[config.mk]
export PLATFORM = sky130hd
export DESIGN_NAME = stsl_ctrl
export DESIGN_NICKNAME = d
export VERILOG_FILES = /design/src/rtl/stsl_pkg.sv /design/src/rtl/stsl_ctrl.sv
export VERILOG_INCLUDE_DIRS = /design/src /design/src/rtl
export SDC_FILE = /design/constraint.sdc
export NUM_CORES = 1
export LEC_CHECK = 0
export ABC_AREA = 1
export BUFFER_PORTS_ARGS = -buffer_cell sky130_fd_sc_hd__buf_2
export CAP_MARGIN = 20
export CORE_ASPECT_RATIO = 2
export CORE_MARGIN = 4
export CORE_UTILIZATION = 57
export DETAILED_ROUTE_END_ITERATION = 8
export PLACE_DENSITY = 0.79
export SLEW_MARGIN = 20
export SYNTH_ARGS = -nofsm -noshare
export SYNTH_HDL_FRONTEND = slang
export SYNTH_SLANG_ARGS = --single-unit
[constraint.sdc]
create_clock -name clock -period 1.8 [get_ports clock]
set_input_delay 0.36 -clock clock [delete_from_list [all_inputs] [get_ports clock]]
set_output_delay 0.36 -clock clock [all_outputs]
set_load 0.05 [all_outputs]
[src/rtl/sorted_table_search_lerp_core_defines.svh]
`ifndef SORTED_TABLE_SEARCH_LERP_CORE_DEFINES_SVH
`define SORTED_TABLE_SEARCH_LERP_CORE_DEFINES_SVH

// Checks that the consequent holds in the same cycle as the antecedent.
`define STSL_ASSERT_NOW(label, clk, rst, ante, cons, msg) \
   label: assert property (@(posedge clk) disable iff (rst) (ante) |-> (cons)) \
      else $error(msg);

// Checks that the consequent holds in the cycle after the antecedent.
`define STSL_ASSERT_NEXT(label, clk, rst, ante, cons, msg) \
   label: assert property (@(posedge clk) disable iff (rst) (ante) |=> (cons)) \
      else $error(msg);

`endif

[src/rtl/stsl_pkg.sv]
package stsl_pkg;

   // Table geometry.
   localparam int MAX_POINTS = 64;
   localparam int MIN_POINTS = 2;
   localparam int ADDR_W = $clog2(MAX_POINTS);

   // Field widths fixed by the item format.
   localparam int INDEX_W = 6;
   localparam int WL_W = 16;
   localparam int VAL_W = 24;
   localparam int NUM_POINTS_W = 7;
   localparam int SIDE_W = 2;
   localparam logic [NUM_POINTS_W-1:0] NUM_POINTS_RESET = NUM_POINTS_W'(2);

   // Divider and multiplier sizes: the quotient carries a 16-bit fraction.
   localparam int QUOT_W = 2 * WL_W;
   localparam int DIV_STEPS = QUOT_W;
   localparam int DIV_CNT_W = $clog2(DIV_STEPS);
   localparam int DELTA_W = VAL_W + 1;
   localparam int PROD_W = QUOT_W + 1 + DELTA_W;

   // Operation codes carried in the input item.
   localparam logic OP_WRITE = 1'b0;
   localparam logic OP_QUERY = 1'b1;

   // Result kinds.
   localparam logic [SIDE_W-1:0] SIDE_INTERP = 2'd0;
   localparam logic [SIDE_W-1:0] SIDE_BOTTOM = 2'd1;
   localparam logic [SIDE_W-1:0] SIDE_TOP = 2'd2;

   // Commands from the controller to the datapath.
   typedef struct packed {
      logic wr_en;
      logic query_load;
      logic [ADDR_W-1:0] rd_addr;
      logic cap_lo;
      logic cap_hi;
      logic setup;
      logic div_step;
      logic mul;
      logic out_load;
      logic [SIDE_W-1:0] side;
   } cmd_type;

   // Status from the datapath to the controller.
   typedef struct packed {
      logic hit;
      logic t_pos;
      logic out_free;
   } stat_type;

   // Index of the last table point in use, with the point count clamped.
   function automatic logic [ADDR_W-1:0] points_last(input logic [NUM_POINTS_W-1:0] num);
      int n;
      n = int'(num);
      if (n < MIN_POINTS) n = MIN_POINTS;
      if (n > MAX_POINTS) n = MAX_POINTS;
      return ADDR_W'(n - 1);
   endfunction

endpackage

[src/rtl/stsl_ctrl.sv]
`include "sorted_table_search_lerp_core_defines.svh"

module stsl_ctrl (
   input  logic                                  clock,
   input  logic                                  reset,
   input  logic                                  req_tvalid,
   input  logic                                  req_op,
   output logic                                  req_tready,
   input  logic                                  csr_valid,
   input  logic [stsl_pkg::NUM_POINTS_W-1:0]     csr_data,
   output logic                                  csr_ready,
   output stsl_pkg::cmd_type                     cmd,
   input  stsl_pkg::stat_type                    stat
);

   typedef enum logic [3:0] {
      ST_IDLE,
      ST_LOAD,
      ST_SCAN,
      ST_FETCH0,
      ST_FETCH1,
      ST_FETCH2,
      ST_SETUP,
      ST_DIV,
      ST_MUL,
      ST_DONE
   } state_type;

   state_type state_ff, state_in;
   logic [stsl_pkg::ADDR_W-1:0] idx_ff, idx_in;
   logic [stsl_pkg::ADDR_W-1:0] lo_ff, lo_in;
   logic [stsl_pkg::ADDR_W-1:0] n_last_ff, n_last_in;
   logic [stsl_pkg::SIDE_W-1:0] side_ff, side_in;
   logic [stsl_pkg::DIV_CNT_W-1:0] cnt_ff, cnt_in;
   logic [stsl_pkg::NUM_POINTS_W-1:0] num_points_ff, num_points_in;

   assign req_tready = (state_ff == ST_IDLE);
   assign csr_ready = 1'b1;

   // Next state and commands.
   always_comb begin
      state_in = state_ff;
      idx_in = idx_ff;
      lo_in = lo_ff;
      n_last_in = n_last_ff;
      side_in = side_ff;
      cnt_in = cnt_ff;
      num_points_in = csr_valid ? csr_data : num_points_ff;
      cmd = '0;
      cmd.rd_addr = idx_ff;
      cmd.side = side_ff;

      unique case (state_ff)
         ST_IDLE: begin
            if (req_tvalid) begin
               if (req_op == stsl_pkg::OP_QUERY) begin
                  cmd.query_load = 1'b1;
                  n_last_in = stsl_pkg::points_last(num_points_ff);
                  state_in = ST_LOAD;
               end else begin
                  cmd.wr_en = 1'b1;
               end
            end
         end
         ST_LOAD: begin
            cmd.rd_addr = '0;
            idx_in = '0;
            state_in = ST_SCAN;
         end
         // Walk the slots in order to the first one at or above the query, or to the last in use.
         ST_SCAN: begin
            if (stat.hit) begin
               lo_in = (idx_ff == '0) ? '0 : idx_ff - stsl_pkg::ADDR_W'(1);
               side_in = stsl_pkg::SIDE_INTERP;
               state_in = ST_FETCH0;
            end else if (idx_ff == n_last_ff) begin
               lo_in = n_last_ff;
               side_in = stsl_pkg::SIDE_TOP;
               state_in = ST_FETCH0;
            end else begin
               idx_in = idx_ff + stsl_pkg::ADDR_W'(1);
               cmd.rd_addr = idx_ff + stsl_pkg::ADDR_W'(1);
            end
         end
         // Read both ends of the segment.
         ST_FETCH0: begin
            cmd.rd_addr = lo_ff;
            state_in = ST_FETCH1;
         end
         ST_FETCH1: begin
            cmd.rd_addr = lo_ff + stsl_pkg::ADDR_W'(1);
            cmd.cap_lo = 1'b1;
            state_in = ST_FETCH2;
         end
         ST_FETCH2: begin
            cmd.cap_hi = 1'b1;
            state_in = ST_SETUP;
         end
         ST_SETUP: begin
            if (side_ff == stsl_pkg::SIDE_TOP) begin
               state_in = ST_DONE;
            end else if (!stat.t_pos) begin
               side_in = stsl_pkg::SIDE_BOTTOM;
               state_in = ST_DONE;
            end else begin
               cmd.setup = 1'b1;
               cnt_in = '0;
               state_in = ST_DIV;
            end
         end
         ST_DIV: begin
            cmd.div_step = 1'b1;
            cnt_in = cnt_ff + stsl_pkg::DIV_CNT_W'(1);
            if (cnt_ff == stsl_pkg::DIV_CNT_W'(stsl_pkg::DIV_STEPS - 1)) begin
               state_in = ST_MUL;
            end
         end
         ST_MUL: begin
            cmd.mul = 1'b1;
            state_in = ST_DONE;
         end
         ST_DONE: begin
            if (stat.out_free) begin
               cmd.out_load = 1'b1;
               state_in = ST_IDLE;
            end
         end
         default: begin
            state_in = ST_IDLE;
         end
      endcase
   end

   // State and control registers.
   always_ff @(posedge clock) begin
      if (reset) begin
         state_ff <= ST_IDLE;
         idx_ff <= '0;
         lo_ff <= '0;
         n_last_ff <= '0;
         side_ff <= stsl_pkg::SIDE_INTERP;
         cnt_ff <= '0;
         num_points_ff <= stsl_pkg::NUM_POINTS_RESET;
      end else begin
         state_ff <= state_in;
         idx_ff <= idx_in;
         lo_ff <= lo_in;
         n_last_ff <= n_last_in;
         side_ff <= side_in;
         cnt_ff <= cnt_in;
         num_points_ff <= num_points_in;
      end
   end

   `STSL_ASSERT_NOW(a_scan_in_range, clock, reset, state_ff == ST_SCAN, idx_ff <= n_last_ff, "scan index past last point")
   `STSL_ASSERT_NOW(a_fetch_in_range, clock, reset, state_ff == ST_FETCH0, lo_ff <= n_last_ff, "segment start past last point")
   `STSL_ASSERT_NEXT(a_query_starts, clock, reset, req_tvalid && req_tready && (req_op == stsl_pkg::OP_QUERY), state_ff == ST_LOAD, "query item did not start a scan")
   `STSL_ASSERT_NOW(a_load_when_free, clock, reset, cmd.out_load, stat.out_free, "result loaded over a pending one")

endmodule

==> results.json <==
{
  "finalHoldViolCount": 0,
  "peakVddDrop_mv": 1.35,
  "rsz0062_at_grt": "true",
  "hp-class": "primary input to register",
  "r2r_slack_ns": -0.15,
  "cts_root_buf": "clkbuf_8",
  "timing.rr.start": "cnt_ff[1]",
  "numClockSinks": 36,
  "track_usage_pct": 35.3,
  "cts_buffers": 5,
  "area_delta_synth_final_pct": 51.8,
  "yosysSeqAreaShare_pct": 30.3,
  "ctsLongestPathBuffers": 2,
  "synthCells": 366,
  "vias": 3144,
  "cp-start-kind": "register",
  "die_y_um": 99.4,
  "layout_commonest_cell": "buf_4",
  "core_sq_um": 4090,
  "status": "finished with violations",
  "detail_route.wl_per_cell_um": 19.0,
  "synthFlopType": "dfxtp_1",
  "wl_mm": 9.95,
  "p_leak_nw": 1.77,
  "drtIter0Drc": 215,
  "grt_max_degree": 13,
  "grt_pass1_vias": 3010,
  "fmax_mhz": 441,
  "endpoint": "cmd[9]",
  "maxCapViolations": 0,
  "portBuffers": 31,
  "diodes": 0,
  "avgSynthCellArea_sq_um": 6.51,
  "chipWidth_um": 53.7,
  "drive_above_1_share_pct": 45.3,
  "dpl_worst_slack_ns": -0.132,
  "ys_warn_count": 0,
  "r2r-end": "state_ff[1]",
  "synth_edf_count": 0,
  "dieArea_sq_um": 5340,
  "hold_slack_ns": 0.298,
  "layout_common_cells": "buf_4 (68), nand2_1 (66), inv_1 (38)",
  "drc": 0,
  "p_per_area_nw_per_um2": 1170,
  "crit_path_start": "idx_ff[1]",
  "setup_viol": 14,
  "rr_worst_depth": 13,
  "antenna_found_initial": 0,
  "initial_core_util_pct": 58.2,
  "firstDrtPassIters": 5,
  "synth_seq_cells": 36,
  "num_io_pins": 33,
  "min_period_ns": 2.27,
  "end_kind": "output port",
  "final_area_sq_um": 3610,
  "violations": "negative setup slack",
  "grt_pass1_wl_mm": 13.8,
  "finalNetCount": 493,
  "cts_tree": "done",
  "postRouteAntennaNets": 0,
  "clk_pin_slew_worst_paths_ns": 0.08,
  "clock-skew-final_ns": 0.0128,
  "grt_remaining_overflow": 0,
  "syn_area_sq_um": 2380,
  "power_mw": 4.24,
  "cp.required_ns": 1.44,
  "synthArstFlopShare_pct": 0,
  "totalNegativeSetupSlack_ns": -3.02,
  "rows": 33,
  "finalCritPeriodShare_pct": 126,
  "path_class": "register to output port",
  "syn_nets": 388,
  "clock_latency_ns": 0.30,
  "place_hpwl_mm": 5.59,
  "htree_levels": 2,
  "gp_congestion": 0.995,
  "slew_violations": 0,
  "ys_types": 39,
  "arrival_ns": 1.91,
  "fin_ws_ns": -0.470,
  "avgViaCountPerCell": 6.00,
  "worstPathMaxFanout": 6,
  "dpl-instance-area_sq_um": 3080
}
[how the worst min path moves through the flow]
stage / startpoint / end / slack, ns / cells past startpoint
global placement: cnt_ff[4] / cnt_ff[4] / 0.45 / 2
finish: csr_valid / num_points_ff[1] / 0.30 / 2
floorplan: cnt_ff[4] / cnt_ff[4] / 0.44 / 2
detailed placement: side_ff[0] / side_ff[0] / 0.46 / 2
global route: csr_data[1] / num_points_ff[1] / 0.31 / 3
CTS: csr_data[1] / num_points_ff[1] / 0.30 / 3
[per-stage QoR]
| step | instances | util [%] |
|---|---|---|
| 4_1_cts | 521 | 84.1 |
| 5_1_grt | 524 | 88.4 |
| 2_1_floorplan | 366 | - |
| 3_3_place_gp | 501 | 75.3 |
| 6_report | 524 | 88.4 |
| 3_5_place_dp | 501 | 75.3 |
[sequential cells by signal, summed over array words and instances (netlist names)]
register	cells
cnt_ff	5
n_last_ff	6
side_ff	2
num_points_ff	7
state_ff	4
lo_ff	6
idx_ff	6
[layer usage]
metal | global-route usage (%) | share of wire [%] | wire length, um
met5 | 0 | 0 | 0
met1 | 34.9 | 31 | 3130
met4 | 28.9 | 9.4 | 936
met3 | 5.85 | 8.6 | 853
met2 | 60.1 | 51 | 5030
[worst max-delay path: stages, from the launching register on]
cell and delay, ns:
dfxtp_4 0.38, inv_4 0.05, nand2_1 0.12, nand2_2 0.10, nor2_4 0.12, nand3_4 0.13, nand2_4 0.13, inv_2 0.06
nand3_2 0.10, nand2_2 0.06, nor2_2 0.11, o21ai_2 0.08, buf_6 0.15
[area by class of cell]
cell class	count	area (sq um)
clock inverter	3	18.8
tap	52	65.1
fill	210	473
clock buffer	5	68.8
sequential	36	753
timing repair buffer	107	857
multi-input combinational	262	1610
inverter	59	243
[cells by family after synthesis]
| logic type | count (synthesis) | synth area share, % |
|---|---|---|
| flops | 36 | 30.3 |
| simple gates | 178 | 35.5 |
| xor+xnor | 7 | 2.57 |
| other cells | 1 | 0.157 |
| fa+ha+maj | 7 | 3.68 |
| compound gates | 69 | 16.3 |
| buf+inv | 68 | 11.5 |
[report_power, final]
part	total, mW	leakage (nW)	switching (mW)	internal [mW]
Clock	0.588	0.0479	0.318	0.270
Combinational	2.56	1.42	1.55	1.01
Sequential	1.09	0.302	0.146	0.939
[cell usage after synthesis (2+ instances only)]
cell type,count,share of area (%)
nand2_1,86,14
inv_1,44,6.9
dfxtp_1,36,30
nor2_1,29,4.6
a21oi_1,27,5.7
nand3_1,25,5.3
o21ai_0,21,4.4
inv_2,15,2.4
ha_1,7,3.7
nand2_2,7,1.8
nand4_1,7,1.8
nor3_1,6,1.3
o21ai_1,6,1.3
xor2_1,6,2.2
o22ai_1,5,1.3
nor2_2,4,1.1
buf_4,3,0.95
clkbuf_1,3,0.47
nand2_4,3,1.4
nor2_4,3,1.4
a31oi_1,2,0.53
buf_1,2,0.32
nor3b_1,2,0.63
or2_2,2,0.53
[repair_timing]
action	in CTS	in global routing
pin swaps	25	18
endpoints found under the setup margin	15	25
setup buffers	12	8
gates cloned	0	0
hold buffers	0	0
endpoints found under the hold margin	0	0
gates resized for setup	62	51
(Power assumes the default switching activity.)
