==> config.mk <==
export PLATFORM = sky130hd
export DESIGN_NAME = stsl_dpath
export DESIGN_NICKNAME = d
export VERILOG_FILES = /design/src/rtl/sorted_table_search_lerp_core_defines.svh /design/src/rtl/stsl_pkg.sv /design/src/rtl/stsl_dpath.sv
export SDC_FILE = /design/constraint.sdc
export NUM_CORES = 2
export LEC_CHECK = 0
export ABC_AREA = 1
export ABC_CLOCK_PERIOD_IN_PS = 12100
export BUFFER_PORTS_ARGS = -buffer_cell sky130_fd_sc_hd__buf_2
export CELL_PAD_IN_SITES_DETAIL_PLACEMENT = 1
export CELL_PAD_IN_SITES_GLOBAL_PLACEMENT = 1
export CORE_MARGIN = 2
export CORE_UTILIZATION = 42
export DETAILED_ROUTE_END_ITERATION = 10
export HOLD_SLACK_MARGIN = 0.15
export PLACE_DENSITY = 0.64
export SYNTH_ARGS = -nofsm -noshare
export SYNTH_HDL_FRONTEND = slang
export SYNTH_SLANG_ARGS = --single-unit
==> constraint.sdc <==
create_clock -name clock -period 12.1 [get_ports clock]
set_input_delay 0.605 -clock clock [delete_from_list [all_inputs] [get_ports clock]]
set_output_delay 0.605 -clock clock [all_outputs]
set_load 0.05 [all_outputs]
==> src/rtl/sorted_table_search_lerp_core_defines.svh <==
`ifndef SORTED_TABLE_SEARCH_LERP_CORE_DEFINES_SVH
`define SORTED_TABLE_SEARCH_LERP_CORE_DEFINES_SVH

// Checks that the consequent holds in the same cycle as the antecedent.
`define STSL_ASSERT_NOW(label, clk, rst, ante, cons, msg) \
   label: assert property (@(posedge clk) disable iff (rst) (ante) |-> (cons)) \
      else $error(msg);

// Checks that the consequent holds in the cycle after the antecedent.
`define STSL_ASSERT_NEXT(label, clk, rst, ante, cons, msg) \
   label: assert property (@(posedge clk) disable iff (rst) (ante) |=> (cons)) \
      else $error(msg);

`endif

==> src/rtl/stsl_pkg.sv <==
package stsl_pkg;

   // Table geometry.
   localparam int MAX_POINTS = 64;
   localparam int MIN_POINTS = 2;
   localparam int ADDR_W = $clog2(MAX_POINTS);

   // Field widths fixed by the item format.
   localparam int INDEX_W = 6;
   localparam int WL_W = 16;
   localparam int VAL_W = 24;
   localparam int NUM_POINTS_W = 7;
   localparam int SIDE_W = 2;
   localparam logic [NUM_POINTS_W-1:0] NUM_POINTS_RESET = NUM_POINTS_W'(2);

   // Divider and multiplier sizes: the quotient carries a 16-bit fraction.
   localparam int QUOT_W = 2 * WL_W;
   localparam int DIV_STEPS = QUOT_W;
   localparam int DIV_CNT_W = $clog2(DIV_STEPS);
   localparam int DELTA_W = VAL_W + 1;
   localparam int PROD_W = QUOT_W + 1 + DELTA_W;

   // Operation codes carried in the input item.
   localparam logic OP_WRITE = 1'b0;
   localparam logic OP_QUERY = 1'b1;

   // Result kinds.
   localparam logic [SIDE_W-1:0] SIDE_INTERP = 2'd0;
   localparam logic [SIDE_W-1:0] SIDE_BOTTOM = 2'd1;
   localparam logic [SIDE_W-1:0] SIDE_TOP = 2'd2;

   // Commands from the controller to the datapath.
   typedef struct packed {
      logic wr_en;
      logic query_load;
      logic [ADDR_W-1:0] rd_addr;
      logic cap_lo;
      logic cap_hi;
      logic setup;
      logic div_step;
      logic mul;
      logic out_load;
      logic [SIDE_W-1:0] side;
   } cmd_type;

   // Status from the datapath to the controller.
   typedef struct packed {
      logic hit;
      logic t_pos;
      logic out_free;
   } stat_type;

   // Index of the last table point in use, with the point count clamped.
   function automatic logic [ADDR_W-1:0] points_last(input logic [NUM_POINTS_W-1:0] num);
      int n;
      n = int'(num);
      if (n < MIN_POINTS) n = MIN_POINTS;
      if (n > MAX_POINTS) n = MAX_POINTS;
      return ADDR_W'(n - 1);
   endfunction

endpackage

==> src/rtl/stsl_dpath.sv <==
module stsl_dpath (
   input  logic                                  clock,
   input  logic                                  reset,
   input  stsl_pkg::cmd_type                     cmd,
   output stsl_pkg::stat_type                    stat,
   input  logic [stsl_pkg::INDEX_W-1:0]          req_index,
   input  logic [stsl_pkg::WL_W-1:0]             req_wavelength,
   input  logic signed [stsl_pkg::VAL_W-1:0]     req_value,
   input  logic                                  rsp_ready,
   output logic                                  rsp_valid,
   output logic signed [stsl_pkg::VAL_W-1:0]     rsp_value,
   output logic [stsl_pkg::SIDE_W-1:0]           rsp_side
);

   localparam int SUM_W = stsl_pkg::PROD_W - 16 + 1;
   localparam logic signed [SUM_W-1:0] SAT_MAX =
      (SUM_W'(1) <<< (stsl_pkg::VAL_W - 1)) - SUM_W'(1);
   localparam logic signed [SUM_W-1:0] SAT_MIN = -(SUM_W'(1) <<< (stsl_pkg::VAL_W - 1));

   // Table memories.
   logic [stsl_pkg::WL_W-1:0] wl_mem_ff [stsl_pkg::MAX_POINTS];
   logic signed [stsl_pkg::VAL_W-1:0] val_mem_ff [stsl_pkg::MAX_POINTS];
   logic [stsl_pkg::WL_W-1:0] wl_rd_ff;
   logic signed [stsl_pkg::VAL_W-1:0] val_rd_ff;
   logic wr_ok;
   logic [stsl_pkg::ADDR_W-1:0] wr_addr;

   // Query registers.
   logic [stsl_pkg::WL_W-1:0] wl_q_ff;
   logic [stsl_pkg::WL_W-1:0] l_lo_ff;
   logic [stsl_pkg::WL_W-1:0] l_hi_ff;
   logic signed [stsl_pkg::VAL_W-1:0] v_lo_ff;
   logic signed [stsl_pkg::VAL_W-1:0] v_hi_ff;

   // Setup arithmetic.
   logic signed [stsl_pkg::WL_W:0] d_s;
   logic signed [stsl_pkg::WL_W:0] span_s;
   logic [stsl_pkg::WL_W-1:0] d_mag;
   logic [stsl_pkg::WL_W-1:0] span_mag;
   logic signed [stsl_pkg::DELTA_W-1:0] delta_in;
   logic signed [stsl_pkg::DELTA_W-1:0] delta_ff;

   // Divider.
   logic [stsl_pkg::QUOT_W-1:0] num_ff;
   logic [stsl_pkg::QUOT_W-1:0] num_in;
   logic [stsl_pkg::WL_W-1:0] den_ff;
   logic [stsl_pkg::WL_W-1:0] rem_ff;
   logic [stsl_pkg::WL_W-1:0] rem_in;
   logic [stsl_pkg::WL_W:0] rem_sh;
   logic rem_ge;

   // Multiplier and final sum.
   logic signed [stsl_pkg::PROD_W-1:0] prod_in;
   logic signed [stsl_pkg::PROD_W-1:0] prod_ff;
   logic signed [SUM_W-2:0] prod_sh;
   logic signed [SUM_W-1:0] base_ext;
   logic signed [SUM_W-1:0] add_ext;
   logic signed [SUM_W-1:0] sum_s;
   logic signed [stsl_pkg::VAL_W-1:0] result_in;

   // Output register.
   logic rsp_valid_ff;
   logic signed [stsl_pkg::VAL_W-1:0] rsp_value_ff;
   logic [stsl_pkg::SIDE_W-1:0] rsp_side_ff;

   // Writes beyond the table are dropped.
   assign wr_ok = cmd.wr_en && (int'(req_index) < stsl_pkg::MAX_POINTS);
   assign wr_addr = stsl_pkg::ADDR_W'(req_index);

   // Table write port and registered read port.
   always_ff @(posedge clock) begin
      if (wr_ok) begin
         wl_mem_ff[wr_addr] <= req_wavelength;
         val_mem_ff[wr_addr] <= req_value;
      end
      wl_rd_ff <= wl_mem_ff[cmd.rd_addr];
      val_rd_ff <= val_mem_ff[cmd.rd_addr];
   end

   // Distance into the segment and segment span, both signed.
   assign d_s = $signed({1'b0, wl_q_ff}) - $signed({1'b0, l_lo_ff});
   assign span_s = $signed({1'b0, l_hi_ff}) - $signed({1'b0, l_lo_ff});
   assign d_mag = d_s[stsl_pkg::WL_W] ? stsl_pkg::WL_W'(-d_s) : d_s[stsl_pkg::WL_W-1:0];
   assign span_mag = span_s[stsl_pkg::WL_W] ? stsl_pkg::WL_W'(-span_s)
                                             : span_s[stsl_pkg::WL_W-1:0];
   assign delta_in = $signed({v_hi_ff[stsl_pkg::VAL_W-1], v_hi_ff})
                   - $signed({v_lo_ff[stsl_pkg::VAL_W-1], v_lo_ff});

   // One restoring step per cycle; the quotient shifts in behind the dividend.
   assign rem_sh = {rem_ff, num_ff[stsl_pkg::QUOT_W-1]};
   assign rem_ge = rem_sh >= {1'b0, den_ff};
   assign rem_in = rem_ge ? stsl_pkg::WL_W'(rem_sh - {1'b0, den_ff})
                          : rem_sh[stsl_pkg::WL_W-1:0];
   assign num_in = {num_ff[stsl_pkg::QUOT_W-2:0], rem_ge};

   assign prod_in = $signed({1'b0, num_ff}) * delta_ff;

   // Floor shift of the product, add to the lower value and saturate.
   assign prod_sh = prod_ff[stsl_pkg::PROD_W-1:16];
   assign base_ext = {{(SUM_W - stsl_pkg::VAL_W){v_lo_ff[stsl_pkg::VAL_W-1]}}, v_lo_ff};
   assign add_ext = (cmd.side == stsl_pkg::SIDE_INTERP) ? {prod_sh[SUM_W-2], prod_sh} : '0;
   assign sum_s = base_ext + add_ext;

   always_comb begin
      if (sum_s > SAT_MAX) begin
         result_in = SAT_MAX[stsl_pkg::VAL_W-1:0];
      end else if (sum_s < SAT_MIN) begin
         result_in = SAT_MIN[stsl_pkg::VAL_W-1:0];
      end else begin
         result_in = sum_s[stsl_pkg::VAL_W-1:0];
      end
   end

   // Working registers, loaded on controller commands.
   always_ff @(posedge clock) begin
      if (cmd.query_load) wl_q_ff <= req_wavelength;
      if (cmd.cap_lo) begin
         l_lo_ff <= wl_rd_ff;
         v_lo_ff <= val_rd_ff;
      end
      if (cmd.cap_hi) begin
         l_hi_ff <= wl_rd_ff;
         v_hi_ff <= val_rd_ff;
      end
      if (cmd.setup) begin
         num_ff <= {d_mag, {stsl_pkg::WL_W{1'b0}}};
         den_ff <= span_mag;
         rem_ff <= '0;
         delta_ff <= delta_in;
      end else if (cmd.div_step) begin
         num_ff <= num_in;
         rem_ff <= rem_in;
      end
      if (cmd.mul) prod_ff <= prod_in;
   end

   // Output register; a new result may load as the old one is taken.
   always_ff @(posedge clock) begin
      if (reset) begin
         rsp_valid_ff <= 1'b0;
      end else if (cmd.out_load) begin
         rsp_valid_ff <= 1'b1;
      end else if (rsp_ready) begin
         rsp_valid_ff <= 1'b0;
      end
      if (cmd.out_load) begin
         rsp_value_ff <= result_in;
         rsp_side_ff <= cmd.side;
      end
   end

   always_comb begin
      stat.hit = wl_rd_ff >= wl_q_ff;
      stat.t_pos = (d_s != '0) && (span_s != '0) &&
                   (d_s[stsl_pkg::WL_W] == span_s[stsl_pkg::WL_W]);
      stat.out_free = !rsp_valid_ff || rsp_ready;
   end

   assign rsp_valid = rsp_valid_ff;
   assign rsp_value = rsp_value_ff;
   assign rsp_side = rsp_side_ff;

endmodule

==> results_tabular.tex <==
\begin{tabular}{lr}
\hline
Metric & Value \\
\hline
\multicolumn{2}{l}{\textbf{Placement}} \\
\quad Routability congestion estimate & around 0.85 \\
\quad Buffers added on ports & 94 \\
\quad Post-Place Cell Area & 150000 µm² \\
\quad Hpwl dp & between 200 and 300 mm \\
\multicolumn{2}{l}{\textbf{Synth}} \\
\quad YS warnings & 0 \\
\quad Gate count after technology mapping & roughly 13000 \\
\quad Fraction of synthesis flops using an asynchronous set or reset pin & 0\% \\
\quad Post-synth top area cell & sky130\_fd\_sc\_hd\_\_edfxtp\_1 \\
\quad Sequential share of the synthesized area & between 50 and 60\% \\
\quad Number of flip-flops and latches in the synthesized netlist & roughly 2900 \\
\quad Number of nets produced by synthesis & 14205 \\
\quad Proportion of netlist area held by the largest area contributor & 57.9\% \\
\quad Post-synth top flop & sky130\_fd\_sc\_hd\_\_edfxtp\_1 \\
\quad Distinct cells, synth & 55 \\
\quad Leading post-synthesis cells by cell area & sky130\_fd\_sc\_hd\_\_edfxtp\_1 (58\%), sky130\_fd\_sc\_hd\_\_fa\_1 (9.6\%), sky130\_fd\_sc\_hd\_\_o21ai\_0 (5.8\%) \\
\quad Post-synth EDFFs & 2781 \\
\quad Avg Inst Size Synth & around 11 µm² \\
\quad Summed instance area of the synthesized netlist & approximately 140000 µm² \\
\multicolumn{2}{l}{\textbf{Layout}} \\
\quad Utilization after layout & between 40 and 50\% \\
\quad Fill cell count & 36345 \\
\quad Nets@finish & about 14000 \\
\quad Finished Cell Area & $\sim$160000 µm² \\
\quad Ratio of cells with drive above 1 in the final layout & 6.79\% \\
\quad Area overhead of the layout relative to synthesis & 10.9\% \\
\multicolumn{2}{l}{\textbf{Clock tree}} \\
\quad Maximum buffer depth of the clock tree & 4 \\
\quad Clock insertion delay at the later pin of the skew report & roughly 0.91 ns \\
\quad H-tree depth & 5 \\
\quad CTS tree & built \\
\quad TritonCTS buffer count & between 300 and 400 \\
\quad Clock transition at the registers of the reported paths & around 0.07 ns \\
\quad Count of cells resized by post-cts repair & 0 \\
\quad Number of clock sinks & 2854 \\
\quad Post-CTS Setup Bufs & 0 \\
\quad Clock root buffer master & sky130\_fd\_sc\_hd\_\_clkbuf\_16 \\
\multicolumn{2}{l}{\textbf{STA}} \\
\quad Final Max Tran Viols & 0 \\
\quad Hold Worst Slack & roughly 0.26 ns \\
\quad Max Clock Freq & 132 MHz \\
\quad Share of the clock period used by the worst path after layout & a little over three fifths \\
\quad Worst Max-Slew Pin Slew & 1.40 ns \\
\quad Worst max-slew margin expressed relative to the limit & about 6.8\% \\
\quad Shortest clock period the worst path allows after layout & between 7 and 8 ns \\
\quad Clock Skews & approximately 0.052 ns \\
\quad Total negative slack for setup checks & 0 ns \\
\quad Unrepaired setup endpoints after global routing & no \\
\quad Hold Vio Cnt, Final & 0 \\
\quad Total of endpoints with negative setup slack in the final report & 0 \\
\multicolumn{2}{l}{\textbf{Global routing}} \\
\quad Vias in the first global route & about 110k \\
\quad Global-route wire length before repair & between 700 and 800 mm \\
\quad Antenna violations before repair & 43 \\
\quad GRT Residual Overflow & 0 \\
\quad Overall Global Routing Usage & between 20\% and 30\% \\
\quad Pin count of the biggest net entering global routing & 188 \\
\multicolumn{2}{l}{\textbf{Critical path}} \\
\quad Cell seen most often among critical-path stages & sky130\_fd\_sc\_hd\_\_fa\_1 \\
\quad Slowest cell on the critical path & sky130\_fd\_sc\_hd\_\_dfxtp\_1 \\
\quad Max incr delay on CP & $\sim$1.2 ns \\
\quad Critical path arrival & just over 8 ns \\
\quad Register-to-Register Path Depth & 23 \\
\quad Number of buffer and inverter stages on the critical path & 6 \\
\quad Data required time of the worst path & approximately 13 ns \\
\quad FF-to-FF End & prod\_ff[57] \\
\quad Category of the worst setup path launch point & register \\
\quad Startpoint of the worst register-to-register path & num\_ff[7] \\
\quad Cell family contributing the most delay on the critical path & adder cells \\
\quad Max FO, Critical Path & 26 \\
\quad List of cells traversed by the critical path & nand2\_1, fa\_1, inv\_1, fa\_1, inv\_1, fa\_1, inv\_1, fa\_1, fa\_1, fa\_1, inv\_1, fa\_1, inv\_1, ha\_1, nand2\_1, nor2\_1, inv\_1, nor2\_1, nand3\_1, o21ai\_0, a21oi\_1, o21ai\_0, xor2\_1 \\
\quad Classification of the worst setup path & reg -> reg \\
\quad Type of element capturing the critical path & register \\
\quad Worst reg-to-reg setup slack & $\sim$4.5 ns \\
\multicolumn{2}{l}{\textbf{Floorplanning}} \\
\quad Starting density of the core & between 40\% and 50\% \\
\quad Die Ht & about 590 µm \\
\quad Placement Rows & approximately 220 \\
\quad Floorplan Core Area & around 340000 µm² \\
\quad Die Wd & between 500 and 600 µm \\
\quad Number of top-level design ports & 95 \\
\quad Die Footprint & about 350000 µm² \\
\multicolumn{2}{l}{\textbf{Status}} \\
\quad Outcome & finished, final reports clean \\
\multicolumn{2}{l}{\textbf{Worst hold path}} \\
\quad Origin of the worst min-delay path & cmd[2] \\
\quad End of the worst hold path & rsp\_value[12] \\
\quad Hold Path Stages & 1 \\
\quad Type of the most critical hold path & in -> reg \\
\multicolumn{2}{l}{\textbf{Detailed routing}} \\
\quad Detailed Route WL & about 470 mm \\
\quad Router iterations before antenna repair & 5 \\
\quad Routed via count divided by cell count & 5.66 \\
\quad Iteration-0 DRC count of the detailed router & 8483 \\
\quad Via count & 100869 \\
\quad Routed wire length per instance & roughly 26 µm \\
\quad Detail Route Antenna Nets & 0 \\
\quad \# DRC & 0 \\
\multicolumn{2}{l}{\textbf{Run}} \\
\quad Max cap viols & 0 \\
\hline
\end{tabular}
==> logic make-up (layout without fill, tap and decap cells) <==
family | Yosys count | count (layout) | share of synthesized area (%)
other cells | 0 | 24 | 0
flops | 2854 | 2854 | 58.9
buf+inv | 2358 | 2495 | 6.29
fa+ha+maj | 1046 | 1046 | 12.7
compound gates | 2898 | 2898 | 11.1
simple gates | 3802 | 3802 | 10.2
xor+xnor | 136 | 136 | 0.831
==> sequential cells by signal (all words and copies together), names as in the netlist, 16 cells and up <==
| register | cells |
|---|---|
| val_mem_ff | 1536 |
| wl_mem_ff | 1024 |
| prod_ff | 42 |
| num_ff | 32 |
| delta_ff | 25 |
| rsp_value | 24 |
| v_hi_ff | 24 |
| v_lo_ff | 24 |
| val_rd_ff | 24 |
| den_ff | 16 |
| l_hi_ff | 16 |
| l_lo_ff | 16 |
| rem_ff | 16 |
| wl_q_ff | 16 |
| wl_rd_ff | 16 |
==> worst reg2reg max path: stages, from the launching register on <==
cell                      delay (ns)
sky130_fd_sc_hd__dfxtp_1        1.23
sky130_fd_sc_hd__nand2_1        0.22
sky130_fd_sc_hd__fa_1           0.60
sky130_fd_sc_hd__inv_1          0.05
sky130_fd_sc_hd__fa_1           0.51
sky130_fd_sc_hd__inv_1          0.07
sky130_fd_sc_hd__fa_1           0.53
sky130_fd_sc_hd__inv_1          0.05
sky130_fd_sc_hd__fa_1           0.38
sky130_fd_sc_hd__fa_1           0.50
sky130_fd_sc_hd__fa_1           0.55
sky130_fd_sc_hd__inv_1          0.08
sky130_fd_sc_hd__fa_1           0.49
sky130_fd_sc_hd__inv_1          0.05
sky130_fd_sc_hd__ha_1           0.39
sky130_fd_sc_hd__nand2_1        0.13
sky130_fd_sc_hd__nor2_1         0.11
sky130_fd_sc_hd__inv_1          0.07
sky130_fd_sc_hd__nor2_1         0.14
sky130_fd_sc_hd__nand3_1        0.08
sky130_fd_sc_hd__o21ai_0        0.48
sky130_fd_sc_hd__a21oi_1        0.21
sky130_fd_sc_hd__o21ai_0        0.30
sky130_fd_sc_hd__xor2_1         0.11
==> worst max path at each step <==
stage	start	to	slack, ns	cells after the start
3_3_place_gp	num_ff[7]	prod_ff[57]	4.55	23
5_1_grt	num_ff[7]	prod_ff[57]	4.00	21
3_5_place_dp	num_ff[7]	prod_ff[57]	4.57	21
4_1_cts	num_ff[7]	prod_ff[57]	4.53	21
2_1_floorplan	num_ff[25]	prod_ff[52]	5.83	28
6_report	num_ff[7]	prod_ff[57]	4.52	23
==> metrics by stage <==
stage	instances	setup WS (ns)
floorplan	13094	5.83
global placement	17212	4.55
detailed placement	17212	4.57
CTS	17788	4.53
global route	17802	4.00
finish	17812	4.52
==> synthesized netlist by cell type (3+ instances only) <==
library cell,instances
sky130_fd_sc_hd__or2_2,11
sky130_fd_sc_hd__a32o_1,3
sky130_fd_sc_hd__a21oi_2,4
sky130_fd_sc_hd__edfxtp_1,2781
sky130_fd_sc_hd__buf_1,18
sky130_fd_sc_hd__clkinv_1,3
sky130_fd_sc_hd__o21ai_1,69
sky130_fd_sc_hd__o21a_1,14
sky130_fd_sc_hd__o21bai_1,11
sky130_fd_sc_hd__a21oi_1,200
sky130_fd_sc_hd__o21ai_0,1670
sky130_fd_sc_hd__o31ai_1,3
sky130_fd_sc_hd__nand3_1,122
sky130_fd_sc_hd__o221ai_1,7
sky130_fd_sc_hd__inv_1,1597
sky130_fd_sc_hd__a21o_1,12
sky130_fd_sc_hd__nor2_2,16
sky130_fd_sc_hd__inv_2,6
sky130_fd_sc_hd__o211ai_1,7
sky130_fd_sc_hd__a22o_1,4
sky130_fd_sc_hd__nand3b_1,9
sky130_fd_sc_hd__dfxtp_1,73
sky130_fd_sc_hd__o32ai_1,47
sky130_fd_sc_hd__a31oi_1,23
sky130_fd_sc_hd__fa_1,691
sky130_fd_sc_hd__nand2_2,17
sky130_fd_sc_hd__xor2_1,89
sky130_fd_sc_hd__nand4_1,34
sky130_fd_sc_hd__nor2_1,2070
sky130_fd_sc_hd__buf_2,114
sky130_fd_sc_hd__nand3_2,9
sky130_fd_sc_hd__nor3_1,23
sky130_fd_sc_hd__buf_4,13
sky130_fd_sc_hd__nand2_1,1482
sky130_fd_sc_hd__xnor2_1,46
sky130_fd_sc_hd__clkbuf_1,603
sky130_fd_sc_hd__nor4_1,3
sky130_fd_sc_hd__ha_1,355
sky130_fd_sc_hd__o22ai_1,808
sky130_fd_sc_hd__a21boi_0,6
==> cell usage in the layout, fill, tap and decap left out, types with 9 or more instances in the layout <==
cell	instances
sky130_fd_sc_hd__a21o_1	12
sky130_fd_sc_hd__a21oi_1	199
sky130_fd_sc_hd__a31oi_1	23
sky130_fd_sc_hd__buf_12	14
sky130_fd_sc_hd__buf_2	89
sky130_fd_sc_hd__buf_4	206
sky130_fd_sc_hd__bufinv_16	22
sky130_fd_sc_hd__clkbuf_1	63
sky130_fd_sc_hd__clkbuf_16	325
sky130_fd_sc_hd__clkbuf_8	14
sky130_fd_sc_hd__clkinv_1	62
sky130_fd_sc_hd__clkinv_2	57
sky130_fd_sc_hd__dfxtp_1	73
sky130_fd_sc_hd__diode_2	24
sky130_fd_sc_hd__dlygate4sd3_1	9
sky130_fd_sc_hd__edfxtp_1	2781
sky130_fd_sc_hd__fa_1	691
sky130_fd_sc_hd__ha_1	355
sky130_fd_sc_hd__inv_1	1594
sky130_fd_sc_hd__nand2_1	1482
sky130_fd_sc_hd__nand2_2	17
sky130_fd_sc_hd__nand3_1	122
sky130_fd_sc_hd__nand3_2	9
sky130_fd_sc_hd__nand3b_1	9
sky130_fd_sc_hd__nand4_1	34
sky130_fd_sc_hd__nor2_1	2006
sky130_fd_sc_hd__nor2_2	16
sky130_fd_sc_hd__nor2_4	64
sky130_fd_sc_hd__nor3_1	23
sky130_fd_sc_hd__o21a_1	14
sky130_fd_sc_hd__o21ai_0	1670
sky130_fd_sc_hd__o21ai_1	69
sky130_fd_sc_hd__o21bai_1	11
sky130_fd_sc_hd__o22ai_1	807
sky130_fd_sc_hd__o32ai_1	47
sky130_fd_sc_hd__or2_2	11
sky130_fd_sc_hd__xnor2_1	46
sky130_fd_sc_hd__xor2_1	89
==> final cells by class <==
type | count | area (µm²) | share of cell area (%)
Clock inverter | 165 | 1530 | 0.953
Inverter | 1606 | 6060 | 3.79
Antenna cell | 24 | 60.1 | 0.0375
Timing Repair Buffer | 322 | 2420 | 1.51
Tap cell | 4557 | 5700 | 3.56
Clock buffer | 402 | 8560 | 5.35
Sequential cell | 2854 | 85000 | 53.1
Multi-Input combinational cell | 7882 | 50700 | 31.7
==> layer usage <==
layer	GRT usage (%)	vias to the layer above	share of wire, %
li1	-	44462	-
met1	34.6	52727	42
met5	0	-	0.0094
met2	47.4	2932	50
met3	2.85	742	5.1
met4	8.17	6	3.0
==> what timing repair did <==
item	CTS	global route
setup endpoints to repair	0	0
hold endpoints to repair	32	0
hold buffers	9	0
Power is not shown: default switching activity piles up to over one toggle a cycle in this logic, so the estimate is an artifact.
